<file path="config.mk">
export PLATFORM = sky130hd
export DESIGN_NAME = page_mapped_ftl_with_gc
export DESIGN_NICKNAME = d
export VERILOG_FILES = /design/src/hdl/ftl_pkg.sv /design/src/hdl/ftl_ps_store.sv /design/src/hdl/page_mapped_ftl_with_gc.sv
export SDC_FILE = /design/constraint.sdc
export NUM_CORES = 2
export LEC_CHECK = 0
export BUFFER_PORTS_ARGS = -buffer_cell sky130_fd_sc_hd__buf_4
export CAP_MARGIN = 20
export CORE_MARGIN = 1
export CORE_UTILIZATION = 28
export CTS_CLUSTER_DIAMETER = 60
export CTS_CLUSTER_SIZE = 24
export DETAILED_ROUTE_END_ITERATION = 16
export PLACE_DENSITY = 0.5
export SKIP_LAST_GASP = 1
export SLEW_MARGIN = 20
export SYNTH_ARGS = -nofsm -noshare
export SYNTH_HDL_FRONTEND = slang
export SYNTH_HIERARCHICAL = 1
export SYNTH_SLANG_ARGS = --single-unit
</file>
<file path="constraint.sdc">
create_clock -name clk -period 12.7 [get_ports clk]
set_clock_uncertainty 0.05 [all_clocks]
set_input_delay 1.27 -clock clk [delete_from_list [all_inputs] [get_ports clk]]
set_output_delay 1.27 -clock clk [all_outputs]
set_load 0.005 [all_outputs]
</file>
<file path="src/hdl/ftl_pkg.sv">
// Shared types, sizes and codes for the page-mapped flash translation layer.
// Used by the page-state store, the top level and the port checker.
package ftl_pkg;

	localparam int BLOCKS          = 16;
	localparam int PAGES_PER_BLOCK = 16;
	localparam int LOGICAL_BLOCKS  = 8;
	localparam int PHYS_PAGES      = BLOCKS * PAGES_PER_BLOCK;
	localparam int LOG_PAGES       = LOGICAL_BLOCKS * PAGES_PER_BLOCK;
	localparam int NO_VALID_COUNT  = 512;
	localparam int NP_GUARD        = 2 * PHYS_PAGES + 4;

	localparam int BLK_W   = $clog2(BLOCKS);
	localparam int PG_W    = $clog2(PAGES_PER_BLOCK);
	localparam int PA_W    = $clog2(PHYS_PAGES);
	localparam int LA_W    = (LOG_PAGES > 1) ? $clog2(LOG_PAGES) : 1;
	localparam int CNT_W   = $clog2(PAGES_PER_BLOCK + 1);
	localparam int MINC_W  = $clog2(NO_VALID_COUNT + 1);
	localparam int GUARD_W = $clog2(NP_GUARD + 1);

	localparam logic [1:0] ST_OK        = 2'd0;
	localparam logic [1:0] ST_UNMAPPED  = 2'd1;
	localparam logic [1:0] ST_GC_FAIL   = 2'd2;

	typedef enum logic [1:0] {
		PG_EMPTY = 2'd0,
		PG_VALID = 2'd1,
		PG_STALE = 2'd2
	} pg_state_t;

	typedef struct packed {
		logic             mapped;
		logic [BLK_W-1:0] blk;
		logic [PG_W-1:0]  pg;
	} map_ent_t;

	typedef struct packed {
		logic [PA_W-1:0]  addr;
		logic             we;
		pg_state_t        wdata;
		logic             erase;
		logic [BLK_W-1:0] erase_blk;
	} ps_req_t;

	typedef enum logic [4:0] {
		S_IDLE, S_MAP_RD, S_MAP_CHK, S_RD_PS, S_RD_CHK, S_WR_PS, S_WR_CHK, S_COMMIT,
		S_NP_RD, S_NP_CHK, S_GC_INIT, S_GC_SC_RD, S_GC_SC_CHK, S_GC_ST_RD, S_GC_ST_CHK,
		S_GC_MV, S_MV_LOOP, S_MV_FP_RD, S_MV_FP_CHK, S_MV_TP_RD, S_MV_TP_CHK,
		S_MV_MAP_RD, S_MV_MAP_CHK, S_MV_SWAP1, S_MV_SWAP2, S_MV_ERASE, S_GC_RET,
		S_FAIL, S_DONE
	} ftl_state_t;

	function automatic logic [PA_W-1:0] ps_addr(input logic [BLK_W-1:0] blk,
			input logic [PG_W-1:0] pg);
		ps_addr = PA_W'(int'(blk) * PAGES_PER_BLOCK + int'(pg));
	endfunction

endpackage

</file>
<file path="src/hdl/ftl_ps_store.sv">
// Page-state store: one two-bit state per physical page, registered read.
// Per-page valid flops make never-written and erased pages read as empty.
// Depends on ftl_pkg.
module ftl_ps_store (
	input  logic             clk,
	input  logic             arst_n,
	input  ftl_pkg::ps_req_t req,
	output ftl_pkg::pg_state_t rdata
);
	import ftl_pkg::*;

	pg_state_t mem [PHYS_PAGES];
	logic [PHYS_PAGES-1:0] vld_q;
	pg_state_t rd_q;
	logic rvld_q;

	always_ff @(posedge clk) begin
		if (req.we) begin
			mem[req.addr] <= req.wdata;
		end
		rd_q <= mem[req.addr];
	end

	// An erase clears the whole block at once through its valid flops.
	always_ff @(posedge clk or negedge arst_n) begin
		if (!arst_n) begin
			vld_q  <= '0;
			rvld_q <= 1'b0;
		end else begin
			rvld_q <= vld_q[req.addr];
			if (req.we) begin
				vld_q[req.addr] <= 1'b1;
			end else if (req.erase) begin
				for (int b = 0; b < BLOCKS; b++) begin
					for (int p = 0; p < PAGES_PER_BLOCK; p++) begin
						if (req.erase_blk == BLK_W'(b)) begin
							vld_q[b * PAGES_PER_BLOCK + p] <= 1'b0;
						end
					end
				end
			end
		end
	end

	assign rdata = rvld_q ? rd_q : PG_EMPTY;

endmodule

</file>
<file path="src/hdl/page_mapped_ftl_with_gc.sv">
// Page-mapped flash translation layer with greedy garbage collection.
// One item is taken at a time: in_ready is high only while the block is idle, and the
// result is held on the output until taken. Every table access goes through a registered
// read, so the sequencer spends a request state and a check state on each lookup.
// Collection scans every physical page twice, and each moved page adds a full pass over
// the map. No clearing pass is needed after reset; valid flops cover both tables.
module page_mapped_ftl_with_gc (
	input  logic       clk,
	input  logic       arst_n,
	input  logic       in_valid,
	output logic       in_ready,
	input  logic       kind,
	input  logic [6:0] lba,
	output logic       out_valid,
	input  logic       out_ready,
	output logic [1:0] status,
	output logic [3:0] phys_block,
	output logic [3:0] phys_page
);
	import ftl_pkg::*;

	ftl_state_t state_q, state_d;
	ps_req_t    ps_req;
	pg_state_t  ps_st;

	logic             kind_q;
	logic [6:0]       lba_q;
	logic [BLK_W-1:0] cur_blk_q, wb_q, b_q, min_blk_q, max_blk_q;
	logic [PG_W-1:0]  cur_pg_q, wp_q, p_q;
	logic [GUARD_W-1:0] guard_q;
	logic             np_ret_q, gc_final_q, done_q;
	logic [CNT_W-1:0] vcnt_q, ecnt_q, scnt_q, max_cnt_q, n_q, fp_q, tp_q;
	logic [MINC_W-1:0] min_cnt_q;
	logic [LA_W-1:0]  mi_q;
	logic [1:0]       status_q;
	logic [3:0]       phys_block_q, phys_page_q;

	map_ent_t map_mem [LOG_PAGES];
	logic [LOG_PAGES-1:0] map_vld_q;
	map_ent_t map_rd_q, map_wdata, ent;
	logic map_rvld_q, map_we;
	logic [LA_W-1:0] map_addr;

	logic lba_ok, last_blk, last_pg, blk_end, blk_last, move_ok;
	logic [CNT_W-1:0] vn, en, sn;
	ftl_state_t np_back;

	ftl_ps_store u_ps (
		.clk   (clk),
		.arst_n(arst_n),
		.req   (ps_req),
		.rdata (ps_st)
	);

	assign lba_ok   = 32'(lba_q) < LOG_PAGES;
	assign last_blk = wb_q == BLK_W'(BLOCKS - 1);
	assign last_pg  = wp_q == PG_W'(PAGES_PER_BLOCK - 1);
	assign blk_end  = p_q == PG_W'(PAGES_PER_BLOCK - 1);
	assign blk_last = b_q == BLK_W'(BLOCKS - 1);
	assign vn = vcnt_q + CNT_W'(ps_st == PG_VALID);
	assign en = ecnt_q + CNT_W'(ps_st == PG_EMPTY);
	assign sn = scnt_q + CNT_W'(ps_st == PG_STALE);
	assign move_ok = (min_blk_q != max_blk_q) && (min_cnt_q <= MINC_W'(max_cnt_q));
	assign np_back = np_ret_q ? S_COMMIT : S_WR_PS;
	assign ent = map_rvld_q ? map_rd_q : '0;

	// Map table with valid flops; unwritten entries read as unmapped.
	always_ff @(posedge clk) begin
		if (map_we) begin
			map_mem[map_addr] <= map_wdata;
		end
		map_rd_q <= map_mem[map_addr];
	end

	always_ff @(posedge clk or negedge arst_n) begin
		if (!arst_n) begin
			map_vld_q  <= '0;
			map_rvld_q <= 1'b0;
		end else begin
			map_rvld_q <= map_vld_q[map_addr];
			if (map_we) begin
				map_vld_q[map_addr] <= 1'b1;
			end
		end
	end

	always_comb begin
		state_d = state_q;
		case (state_q)
			S_IDLE:      if (in_valid) state_d = S_MAP_RD;
			S_MAP_RD:    state_d = S_MAP_CHK;
			S_MAP_CHK: begin
				if (!lba_ok) state_d = S_DONE;
				else if (!kind_q) state_d = ent.mapped ? S_RD_PS : S_DONE;
				else state_d = ent.mapped ? S_WR_PS : S_NP_RD;
			end
			S_RD_PS:     state_d = S_RD_CHK;
			S_RD_CHK:    state_d = S_DONE;
			S_WR_PS:     state_d = S_WR_CHK;
			S_WR_CHK:    state_d = (ps_st == PG_VALID) ? S_NP_RD : S_COMMIT;
			S_COMMIT:    state_d = S_DONE;
			S_NP_RD:     state_d = (guard_q >= GUARD_W'(NP_GUARD)) ? S_FAIL : S_NP_CHK;
			S_NP_CHK: begin
				if (ps_st == PG_EMPTY) state_d = np_back;
				else if (last_pg) state_d = S_GC_INIT;
				else state_d = S_NP_RD;
			end
			S_GC_INIT:   state_d = S_GC_SC_RD;
			S_GC_SC_RD:  state_d = S_GC_SC_CHK;
			S_GC_SC_CHK: state_d = (blk_end && blk_last) ? S_GC_ST_RD : S_GC_SC_RD;
			S_GC_ST_RD:  state_d = S_GC_ST_CHK;
			S_GC_ST_CHK: state_d = (blk_end && blk_last) ? S_GC_MV : S_GC_ST_RD;
			S_GC_MV:     state_d = move_ok ? S_MV_LOOP : S_GC_RET;
			S_MV_LOOP:   state_d = (MINC_W'(n_q) >= min_cnt_q) ? S_MV_ERASE : S_MV_FP_RD;
			S_MV_FP_RD:  state_d = (fp_q >= CNT_W'(PAGES_PER_BLOCK)) ? S_MV_ERASE : S_MV_FP_CHK;
			S_MV_FP_CHK: state_d = (ps_st == PG_VALID) ? S_MV_TP_RD : S_MV_FP_RD;
			S_MV_TP_RD:  state_d = (tp_q >= CNT_W'(PAGES_PER_BLOCK)) ? S_MV_ERASE : S_MV_TP_CHK;
			S_MV_TP_CHK: state_d = (ps_st == PG_EMPTY) ? S_MV_MAP_RD : S_MV_TP_RD;
			S_MV_MAP_RD: state_d = S_MV_MAP_CHK;
			S_MV_MAP_CHK:
				state_d = (mi_q == LA_W'(LOG_PAGES - 1)) ? S_MV_SWAP1 : S_MV_MAP_RD;
			S_MV_SWAP1:  state_d = S_MV_SWAP2;
			S_MV_SWAP2:  state_d = S_MV_LOOP;
			S_MV_ERASE:  state_d = S_GC_RET;
			S_GC_RET: begin
				if (!gc_final_q) state_d = S_NP_RD;
				else state_d = done_q ? np_back : S_FAIL;
			end
			S_FAIL:      state_d = S_DONE;
			S_DONE:      if (out_ready) state_d = S_IDLE;
			default:     state_d = S_IDLE;
		endcase
	end

	// Table port control per state.
	always_comb begin
		ps_req = '{addr: ps_addr(cur_blk_q, cur_pg_q), we: 1'b0, wdata: PG_EMPTY,
			erase: 1'b0, erase_blk: min_blk_q};
		map_addr  = lba_ok ? LA_W'(lba_q) : '0;
		map_we    = 1'b0;
		map_wdata = '{mapped: 1'b1, blk: cur_blk_q, pg: cur_pg_q};
		case (state_q)
			S_WR_CHK: begin
				ps_req.we    = ps_st == PG_VALID;
				ps_req.wdata = PG_STALE;
			end
			S_COMMIT: begin
				ps_req.we    = 1'b1;
				ps_req.wdata = PG_VALID;
				map_we       = 1'b1;
			end
			S_NP_RD: ps_req.addr = ps_addr(wb_q, wp_q);
			S_GC_SC_RD, S_GC_ST_RD: ps_req.addr = ps_addr(b_q, p_q);
			S_GC_ST_CHK: begin
				ps_req.erase     = blk_end && (sn == CNT_W'(PAGES_PER_BLOCK));
				ps_req.erase_blk = b_q;
			end
			S_MV_FP_RD: ps_req.addr = ps_addr(min_blk_q, fp_q[PG_W-1:0]);
			S_MV_TP_RD: ps_req.addr = ps_addr(max_blk_q, tp_q[PG_W-1:0]);
			S_MV_MAP_RD: map_addr = mi_q;
			S_MV_MAP_CHK: begin
				map_addr  = mi_q;
				map_wdata = '{mapped: 1'b1, blk: max_blk_q, pg: tp_q[PG_W-1:0]};
				map_we    = ent.mapped && (ent.blk == min_blk_q) &&
					(ent.pg == fp_q[PG_W-1:0]);
			end
			S_MV_SWAP1: begin
				ps_req.addr  = ps_addr(min_blk_q, fp_q[PG_W-1:0]);
				ps_req.we    = 1'b1;
				ps_req.wdata = PG_STALE;
			end
			S_MV_SWAP2: begin
				ps_req.addr  = ps_addr(max_blk_q, tp_q[PG_W-1:0]);
				ps_req.we    = 1'b1;
				ps_req.wdata = PG_VALID;
			end
			S_MV_ERASE: ps_req.erase = 1'b1;
			default: ;
		endcase
	end

	always_ff @(posedge clk or negedge arst_n) begin
		if (!arst_n) begin
			state_q <= S_IDLE;
			wb_q    <= '0;
			wp_q    <= '0;
		end else begin
			state_q <= state_d;
			case (state_q)
				S_NP_CHK: begin
					if (ps_st != PG_EMPTY && !(last_blk && last_pg)) begin
						if (last_pg) begin
							wb_q <= wb_q + 1'b1;
							wp_q <= '0;
						end else begin
							wp_q <= wp_q + 1'b1;
						end
					end
				end
				S_GC_ST_CHK: begin
					if (blk_end && (sn == CNT_W'(PAGES_PER_BLOCK))) begin
						wb_q <= b_q;
						wp_q <= '0;
					end
				end
				S_MV_ERASE: begin
					wb_q <= min_blk_q;
					wp_q <= '0;
				end
				default: ;
			endcase
		end
	end

	always_ff @(posedge clk) begin
		case (state_q)
			S_IDLE: begin
				kind_q <= kind;
				lba_q  <= lba;
			end
			S_MAP_CHK: begin
				cur_blk_q <= ent.blk;
				cur_pg_q  <= ent.pg;
				np_ret_q  <= 1'b0;
				guard_q   <= '0;
				status_q     <= ST_UNMAPPED;
				phys_block_q <= '0;
				phys_page_q  <= '0;
			end
			S_RD_CHK: begin
				if (ps_st == PG_VALID) begin
					status_q     <= ST_OK;
					phys_block_q <= 4'(cur_blk_q);
					phys_page_q  <= 4'(cur_pg_q);
				end
			end
			S_WR_CHK: begin
				np_ret_q <= 1'b1;
				guard_q  <= '0;
			end
			S_COMMIT: begin
				status_q     <= ST_OK;
				phys_block_q <= 4'(cur_blk_q);
				phys_page_q  <= 4'(cur_pg_q);
			end
			S_NP_CHK: begin
				if (ps_st == PG_EMPTY) begin
					cur_blk_q <= wb_q;
					cur_pg_q  <= wp_q;
				end else begin
					gc_final_q <= last_blk && last_pg;
					if (!(last_blk && last_pg)) guard_q <= guard_q + 1'b1;
				end
			end
			S_GC_INIT: begin
				b_q <= '0;
				p_q <= '0;
				vcnt_q <= '0;
				ecnt_q <= '0;
				scnt_q <= '0;
				min_blk_q <= '0;
				min_cnt_q <= MINC_W'(NO_VALID_COUNT);
				max_blk_q <= '0;
				max_cnt_q <= '0;
				done_q <= 1'b0;
			end
			S_GC_SC_CHK: begin
				if (blk_end) begin
					if (vn != '0 && min_cnt_q > MINC_W'(vn)) begin
						min_blk_q <= b_q;
						min_cnt_q <= MINC_W'(vn);
					end
					if (en > max_cnt_q) begin
						max_blk_q <= b_q;
						max_cnt_q <= en;
					end
					vcnt_q <= '0;
					ecnt_q <= '0;
					p_q <= '0;
					b_q <= blk_last ? '0 : b_q + 1'b1;
				end else begin
					vcnt_q <= vn;
					ecnt_q <= en;
					p_q <= p_q + 1'b1;
				end
			end
			S_GC_ST_CHK: begin
				if (blk_end) begin
					if (sn == CNT_W'(PAGES_PER_BLOCK)) done_q <= 1'b1;
					scnt_q <= '0;
					p_q <= '0;
					b_q <= b_q + 1'b1;
				end else begin
					scnt_q <= sn;
					p_q <= p_q + 1'b1;
				end
			end
			S_GC_MV: begin
				if (move_ok) done_q <= 1'b1;
				n_q  <= '0;
				fp_q <= '0;
				tp_q <= '0;
			end
			S_MV_FP_CHK: if (ps_st != PG_VALID) fp_q <= fp_q + 1'b1;
			S_MV_TP_CHK: begin
				if (ps_st != PG_EMPTY) tp_q <= tp_q + 1'b1;
				mi_q <= '0;
			end
			S_MV_MAP_CHK: mi_q <= mi_q + 1'b1;
			S_MV_SWAP2:   n_q <= n_q + 1'b1;
			S_GC_RET: begin
				cur_blk_q <= wb_q;
				cur_pg_q  <= wp_q;
			end
			S_FAIL: begin
				status_q     <= ST_GC_FAIL;
				phys_block_q <= '0;
				phys_page_q  <= '0;
			end
			default: ;
		endcase
	end

	assign in_ready   = state_q == S_IDLE;
	assign out_valid  = state_q == S_DONE;
	assign status     = status_q;
	assign phys_block = phys_block_q;
	assign phys_page  = phys_page_q;

endmodule

</file>
# Word level (Yosys, flattened, before mapping)
# Memories as Yosys holds them, arrays and structs flattened. A register that Yosys moved wholly into a read port is not among the register bits.
# Cells that the tools add are included.
[word_totals]
regBits = 507
mem_bits_rw = 1536
in_bits = 12
out_inout_bits = 12
n_memories = 2
[op_classes]
addsub = 17
magnitude_cmp = 11
eq_ne = 72
n_mux = 117
bitwise_logic = 3
n_reduce_logical = 87
[memory_table]
columns = ["name", "words", "word_bits", "read_ports", "rd_ports_with_merged_regs", "write_ports", "line_no", "source"]
rows = [
  ["map_mem", 128, 8, 1, 1, 1, "page_mapped_ftl_with_gc.sv:38", "map_ent_t map_mem [LOG_PAGES];"],
  ["u_ps.mem", 256, 2, 1, 1, 1, "ftl_ps_store.sv:12", "pg_state_t mem [PHYS_PAGES];"],
]
[op_table]
columns = ["op", "count"]
rows = [
  ["2-to-1 mux 256 bit", 2],
  ["OR 256 bit", 1],
  ["case mux 5 bit (27 select lines)", 1],
  ["OR 128 bit", 1],
  ["2-to-1 mux 4 bit", 26],
  ["case mux 4 bit (3 select lines)", 7],
  ["equality test 5 bit (second input constant)", 14],
  ["2-to-1 mux 5 bit", 14],
  ["case mux 5 bit (2 select lines)", 7],
  ["nonzero test 2 bit", 27],
  ["equality test 4 bit (second input constant)", 12],
  ["AND reduction 2 bit", 23],
  ["adder 8 x 4 -> 8 bit", 5],
  ["equality test 5 x 4 -> 1 bit (second input constant)", 8],
  ["2-to-1 mux 10 bit", 4],
  ["case mux 10 bit (2 select lines)", 2],
  ["!= test 2 bit (second input constant)", 16],
  ["case mux 8 bit (4 select lines)", 1],
  ["2-to-1 mux 1 bit", 27],
  ["case mux 4 bit (2 select lines)", 3],
  ["equality test 5 x 3 -> 1 bit (second input constant)", 4],
  ["adder 4 x 1 -> 4 bit (second input constant)", 4],
  ["equality test 4 x 3 -> 1 bit (second input constant)", 4],
  ["OR reduction 2 bit", 8],
  ["other kinds (50)", 86],
]

# Longest topological paths before layout
[depth]
word_depth = 9
mapped_depth = 17

# By module
# The synthesis kept the hierarchy.
[by_module_without_submodules]
columns = ["module", "instances", "cells_each", "area_per_inst_um2", "seq_area_each_um2"]
rows = [
  ["page_mapped_ftl_with_gc", 1, 3456, 51236.6, 37556.0],
  ["ftl_ps_store", 1, 1861, 31141.1, 21846.0],
]

# Worst setup path after synthesis
# Ideal clock, no wire load.
[synth_path]
path_kind = "reg2reg"
start = "reg state_q[4]"
end = "mem u_ps/mem[0][1] in the netlist's numbering (data pin)"
arrival_ns = 7.306
required_time_ns = 11.260
setup_slack_ns = 3.954
path_stages_with_launch = 6
path_buffers = 3
synth_period_minus_slack_ns = 8.746
cell_sequence = "dfrtp_1 -> clkbuf_1 -> clkbuf_1 -> clkbuf_1 -> xor2_1 -> nor2_1"
[synth_rtl]
columns = ["element", "line_no", "source"]
rows = [
  ["from (decl)", "page_mapped_ftl_with_gc.sv:22", "ftl_state_t state_q, state_d;"],
  ["from (signal assigned)", "page_mapped_ftl_with_gc.sv:188", "state_q <= state_d;"],
  ["to (decl)", "ftl_ps_store.sv:12", ""],
]

==> out/results.tsv <==
metric	value	unit
DP Wirelength	137000	um
wire length on met2	112000	um
Logic pwr share	28.8	%
Main synth FF type	edfxtp_1	
async set or reset register ratio after synthesis	19.5	%
CTS tree	done	
CP Depth	15	
CP bufs+invs	3	
die footprint	0.296	sq mm
Synth cell types	87	
Hold Vio Cnt, Final	0	
drt pass-1 iters	7	
most common cell after layout, fill and taps aside	edfxtp_1	
Worst Tran Pin Value	1.16	ns
Switching Power	0.00626	W
internal power	0.0124	W
Iteration-0 DRC Markers	4677	
Post-DRT Antenna Nets	0	
Post-CTS Hold Buffers	0	
CTS Buf Count	139	
slowest CP cell	nor3_1	
die span in x	544	um
Synth Register Bits	2048	
max incr delay on CP	0.81	ns
Port Buffers	23	
Slew HR	22.2	%
area of the core	0.292	sq mm
Post-synth EDFFs	1639	
CP Max Fanout	98	
Synth Instances	5317	
Warnings, synthesis	6	
total routed wirelength	235000	um
All-Layer GR Usage	15.6	%
global-route wire length before repair	343000	um
Syn Nets	5367	
number of fill cells	28700	
Hold Path Cell Cnt	1	
CP Cell Sequence	buf_4 -> nor2_1 -> nand2_1 -> nor3_1 -> a222oi_1 -> nand2_1 -> mux2_8 -> buf_4 -> buf_4 -> mux4_2 -> a22oi_1 -> nand2_1 -> a22oi_1 -> a21oi_1 -> or4_1	
setup bufs post-CTS	0	
post-DR vias/cell	5.17	
H-tree depth	4	
Residual DRC	0	
layout cells sized above 1	13.7	%
Mapped Area	0.0824	sq mm
Ports	24	
sequential share of power	45.1	%
Mapped Avg Cell Area	15.5	sq um
final setup TNS	0	ns
WS Path Type	reg -> reg	
min Tclk post-route	6.89	ns
Critical Path End Type	register	
pin count of the biggest net entering global routing	198	
grt total ovfl	0	
uppermost routed layer	met5	
fin crit share	54.3	%
LEAKAGE	30.7	nW
required time worst endpoint	13.35	ns
PwrDens	203	mW/mm^2
# clock sinks	2048	
most frequent cells in the layout	1639 x edfxtp_1, 479 x nor2_1, 399 x dfrtp_1	
# rows	198	
vias	47900	
Max-cap violations	0	
clk slew on worst S/H paths	0.08	ns
met1 wire length	103000	um
CTS Root Cell	clkbuf_16	
RD Place Congestion	0.831	
Nets	5308	
Max Fclk	145	MHz
sequential share of the synthesized area	72.1	%
routed length per placed instance	25.4	um
# resized after CTS	0	
CP startpoint kind	register	
initial antenna violation count	2	
Worst VDD drop	0.243	mV
DR WL met3	13400	um
Core Util, Final	31.5	%
Setup-failing EPs final	0	
Clock power frac	26.2	%
Sw Share	33.6	%
Worst Reg-to-Reg Cells	15	
area delta synth->final	11.4	%
Die Y	544	um
Max Buffers Root-to-Sink	4	
Skew-Pair Late Insertion Delay	0.83	ns
starting density of the core	28.2	%
RSZ-0062 raised after global routing	false	
HP Class	reg -> reg	
CP arrival	7.54	ns
vias in the first global route	48600	
Worst path top cell family by delay	simple AND/OR/NAND/NOR gates	
Final Max Slew Viols	0	
status	complete, no violations	
[per-layer routing]
layer | vias up | GRT usage (%)
li1 | 20700 | -
met1 | 25200 | 21.4
met2 | 1536 | 25.7
met3 | 346 | 2.22
met4 | 2 | 4.42
met5 | - | 0
[state kept, by name, indices dropped and copies added, names as in the netlist, 6 cells and up]
register,flops
mi_q,7
lba_q,7
min_cnt_q,6
map_mem,1024
guard_q,10
u_ps/vld_q,256
map_rd_q,8
map_vld_q,128
u_ps/mem,512
[kinds of logic (layout without fill, tap and decap cells)]
logic type | after synthesis | in the layout | synth area share, %
and+or+nand+nor | 1174 | 1174 | 6.72
DFF | 2048 | 2048 | 72.1
AOI/OAI and AO/OA | 1399 | 1399 | 12.2
muxes | 225 | 225 | 5.67
other | 0 | 3 | 0
xor gates and xnor gates | 46 | 46 | 0.521
adders and majority gates | 38 | 38 | 0.577
buffers and inverters | 387 | 430 | 2.18
[cell type report]
class,count,area (sq um),area share [%]
Antenna cell,3,7.51,0.00818
Timing Repair Buffer,139,1110,1.21
Sequential cell,2048,59400,64.7
Clock inverter,84,986,1.07
Inverter,48,180,0.196
Tap cell,3900,4880,5.32
Clock buffer,159,3700,4.03
Multi-Input combinational cell,2882,21500,23.5
[synthesized netlist by cell type, types with 11 or more instances]
cell | instances | share of area [%]
o21ai_0 | 283 | 1.7
ha_1 | 38 | 0.58
nand4_1 | 65 | 0.49
buf_4 | 19 | 0.17
nand3_1 | 77 | 0.47
buf_6 | 21 | 0.29
a22oi_1 | 370 | 3.4
nor2_1 | 483 | 2.2
o21ai_1 | 13 | 0.079
o22ai_1 | 20 | 0.15
a22o_1 | 147 | 1.6
and3_1 | 26 | 0.20
xnor2_1 | 15 | 0.16
a31oi_1 | 42 | 0.32
nor4_1 | 51 | 0.39
or2_2 | 95 | 0.72
and2_1 | 16 | 0.12
nor3_1 | 13 | 0.079
or2_1 | 11 | 0.084
dfrtp_1 | 399 | 12
a21oi_1 | 47 | 0.29
clkbuf_1 | 203 | 0.92
o21bai_1 | 36 | 0.33
nor2b_1 | 25 | 0.19
a41oi_1 | 32 | 0.34
o21a_1 | 267 | 2.4
inv_1 | 47 | 0.21
edfxtp_1 | 1639 | 60
nand2b_1 | 26 | 0.20
a221oi_1 | 35 | 0.37
nand2_1 | 240 | 1.1
buf_2 | 85 | 0.52
o31ai_1 | 55 | 0.50
mux4_2 | 192 | 5.2
mux2i_1 | 23 | 0.28
xor2_1 | 29 | 0.31
[worst paths after layout]
check	startpoint	endpoint	slack (ns)
max	state_q[0]	u_ps/rd_q[0]	5.81
min in group asynchronous	arst_n	u_ps/vld_q[181]	0.43
min	map_vld_q[64]	map_vld_q[64]	0.42
max reg2reg	state_q[0]	u_ps/rd_q[0]	5.81
min reg2reg	map_vld_q[64]	map_vld_q[64]	0.42
max in group asynchronous	arst_n	u_ps/vld_q[85]	10.46
[stage by stage]
step	cell area [sq um]	instances	setup slack [ns]	total power [W]	hold WS [ns]
after floorplan	82400	5317	3.95	0.0119	0.376
after global placement	87100	9014	6.14	0.0139	0.395
after detailed placement	87100	9014	5.91	0.0140	0.397
after CTS	91800	9257	5.89	0.0188	0.419
after global routing	91800	9262	5.51	0.0194	0.430
final	91800	9263	5.81	0.0186	0.417
[power groups by stage]
stage          sequential, W  clock, W  combinational [W]
2_1_floorplan        0.00853         0            0.00342
3_3_place_gp         0.00853         0            0.00535
3_5_place_dp         0.00854         0            0.00542
4_1_cts              0.00839   0.00497            0.00542
5_1_grt              0.00842   0.00521            0.00574
6_report             0.00839   0.00487            0.00536
Note: power is estimated with default switching activity, not from simulation.
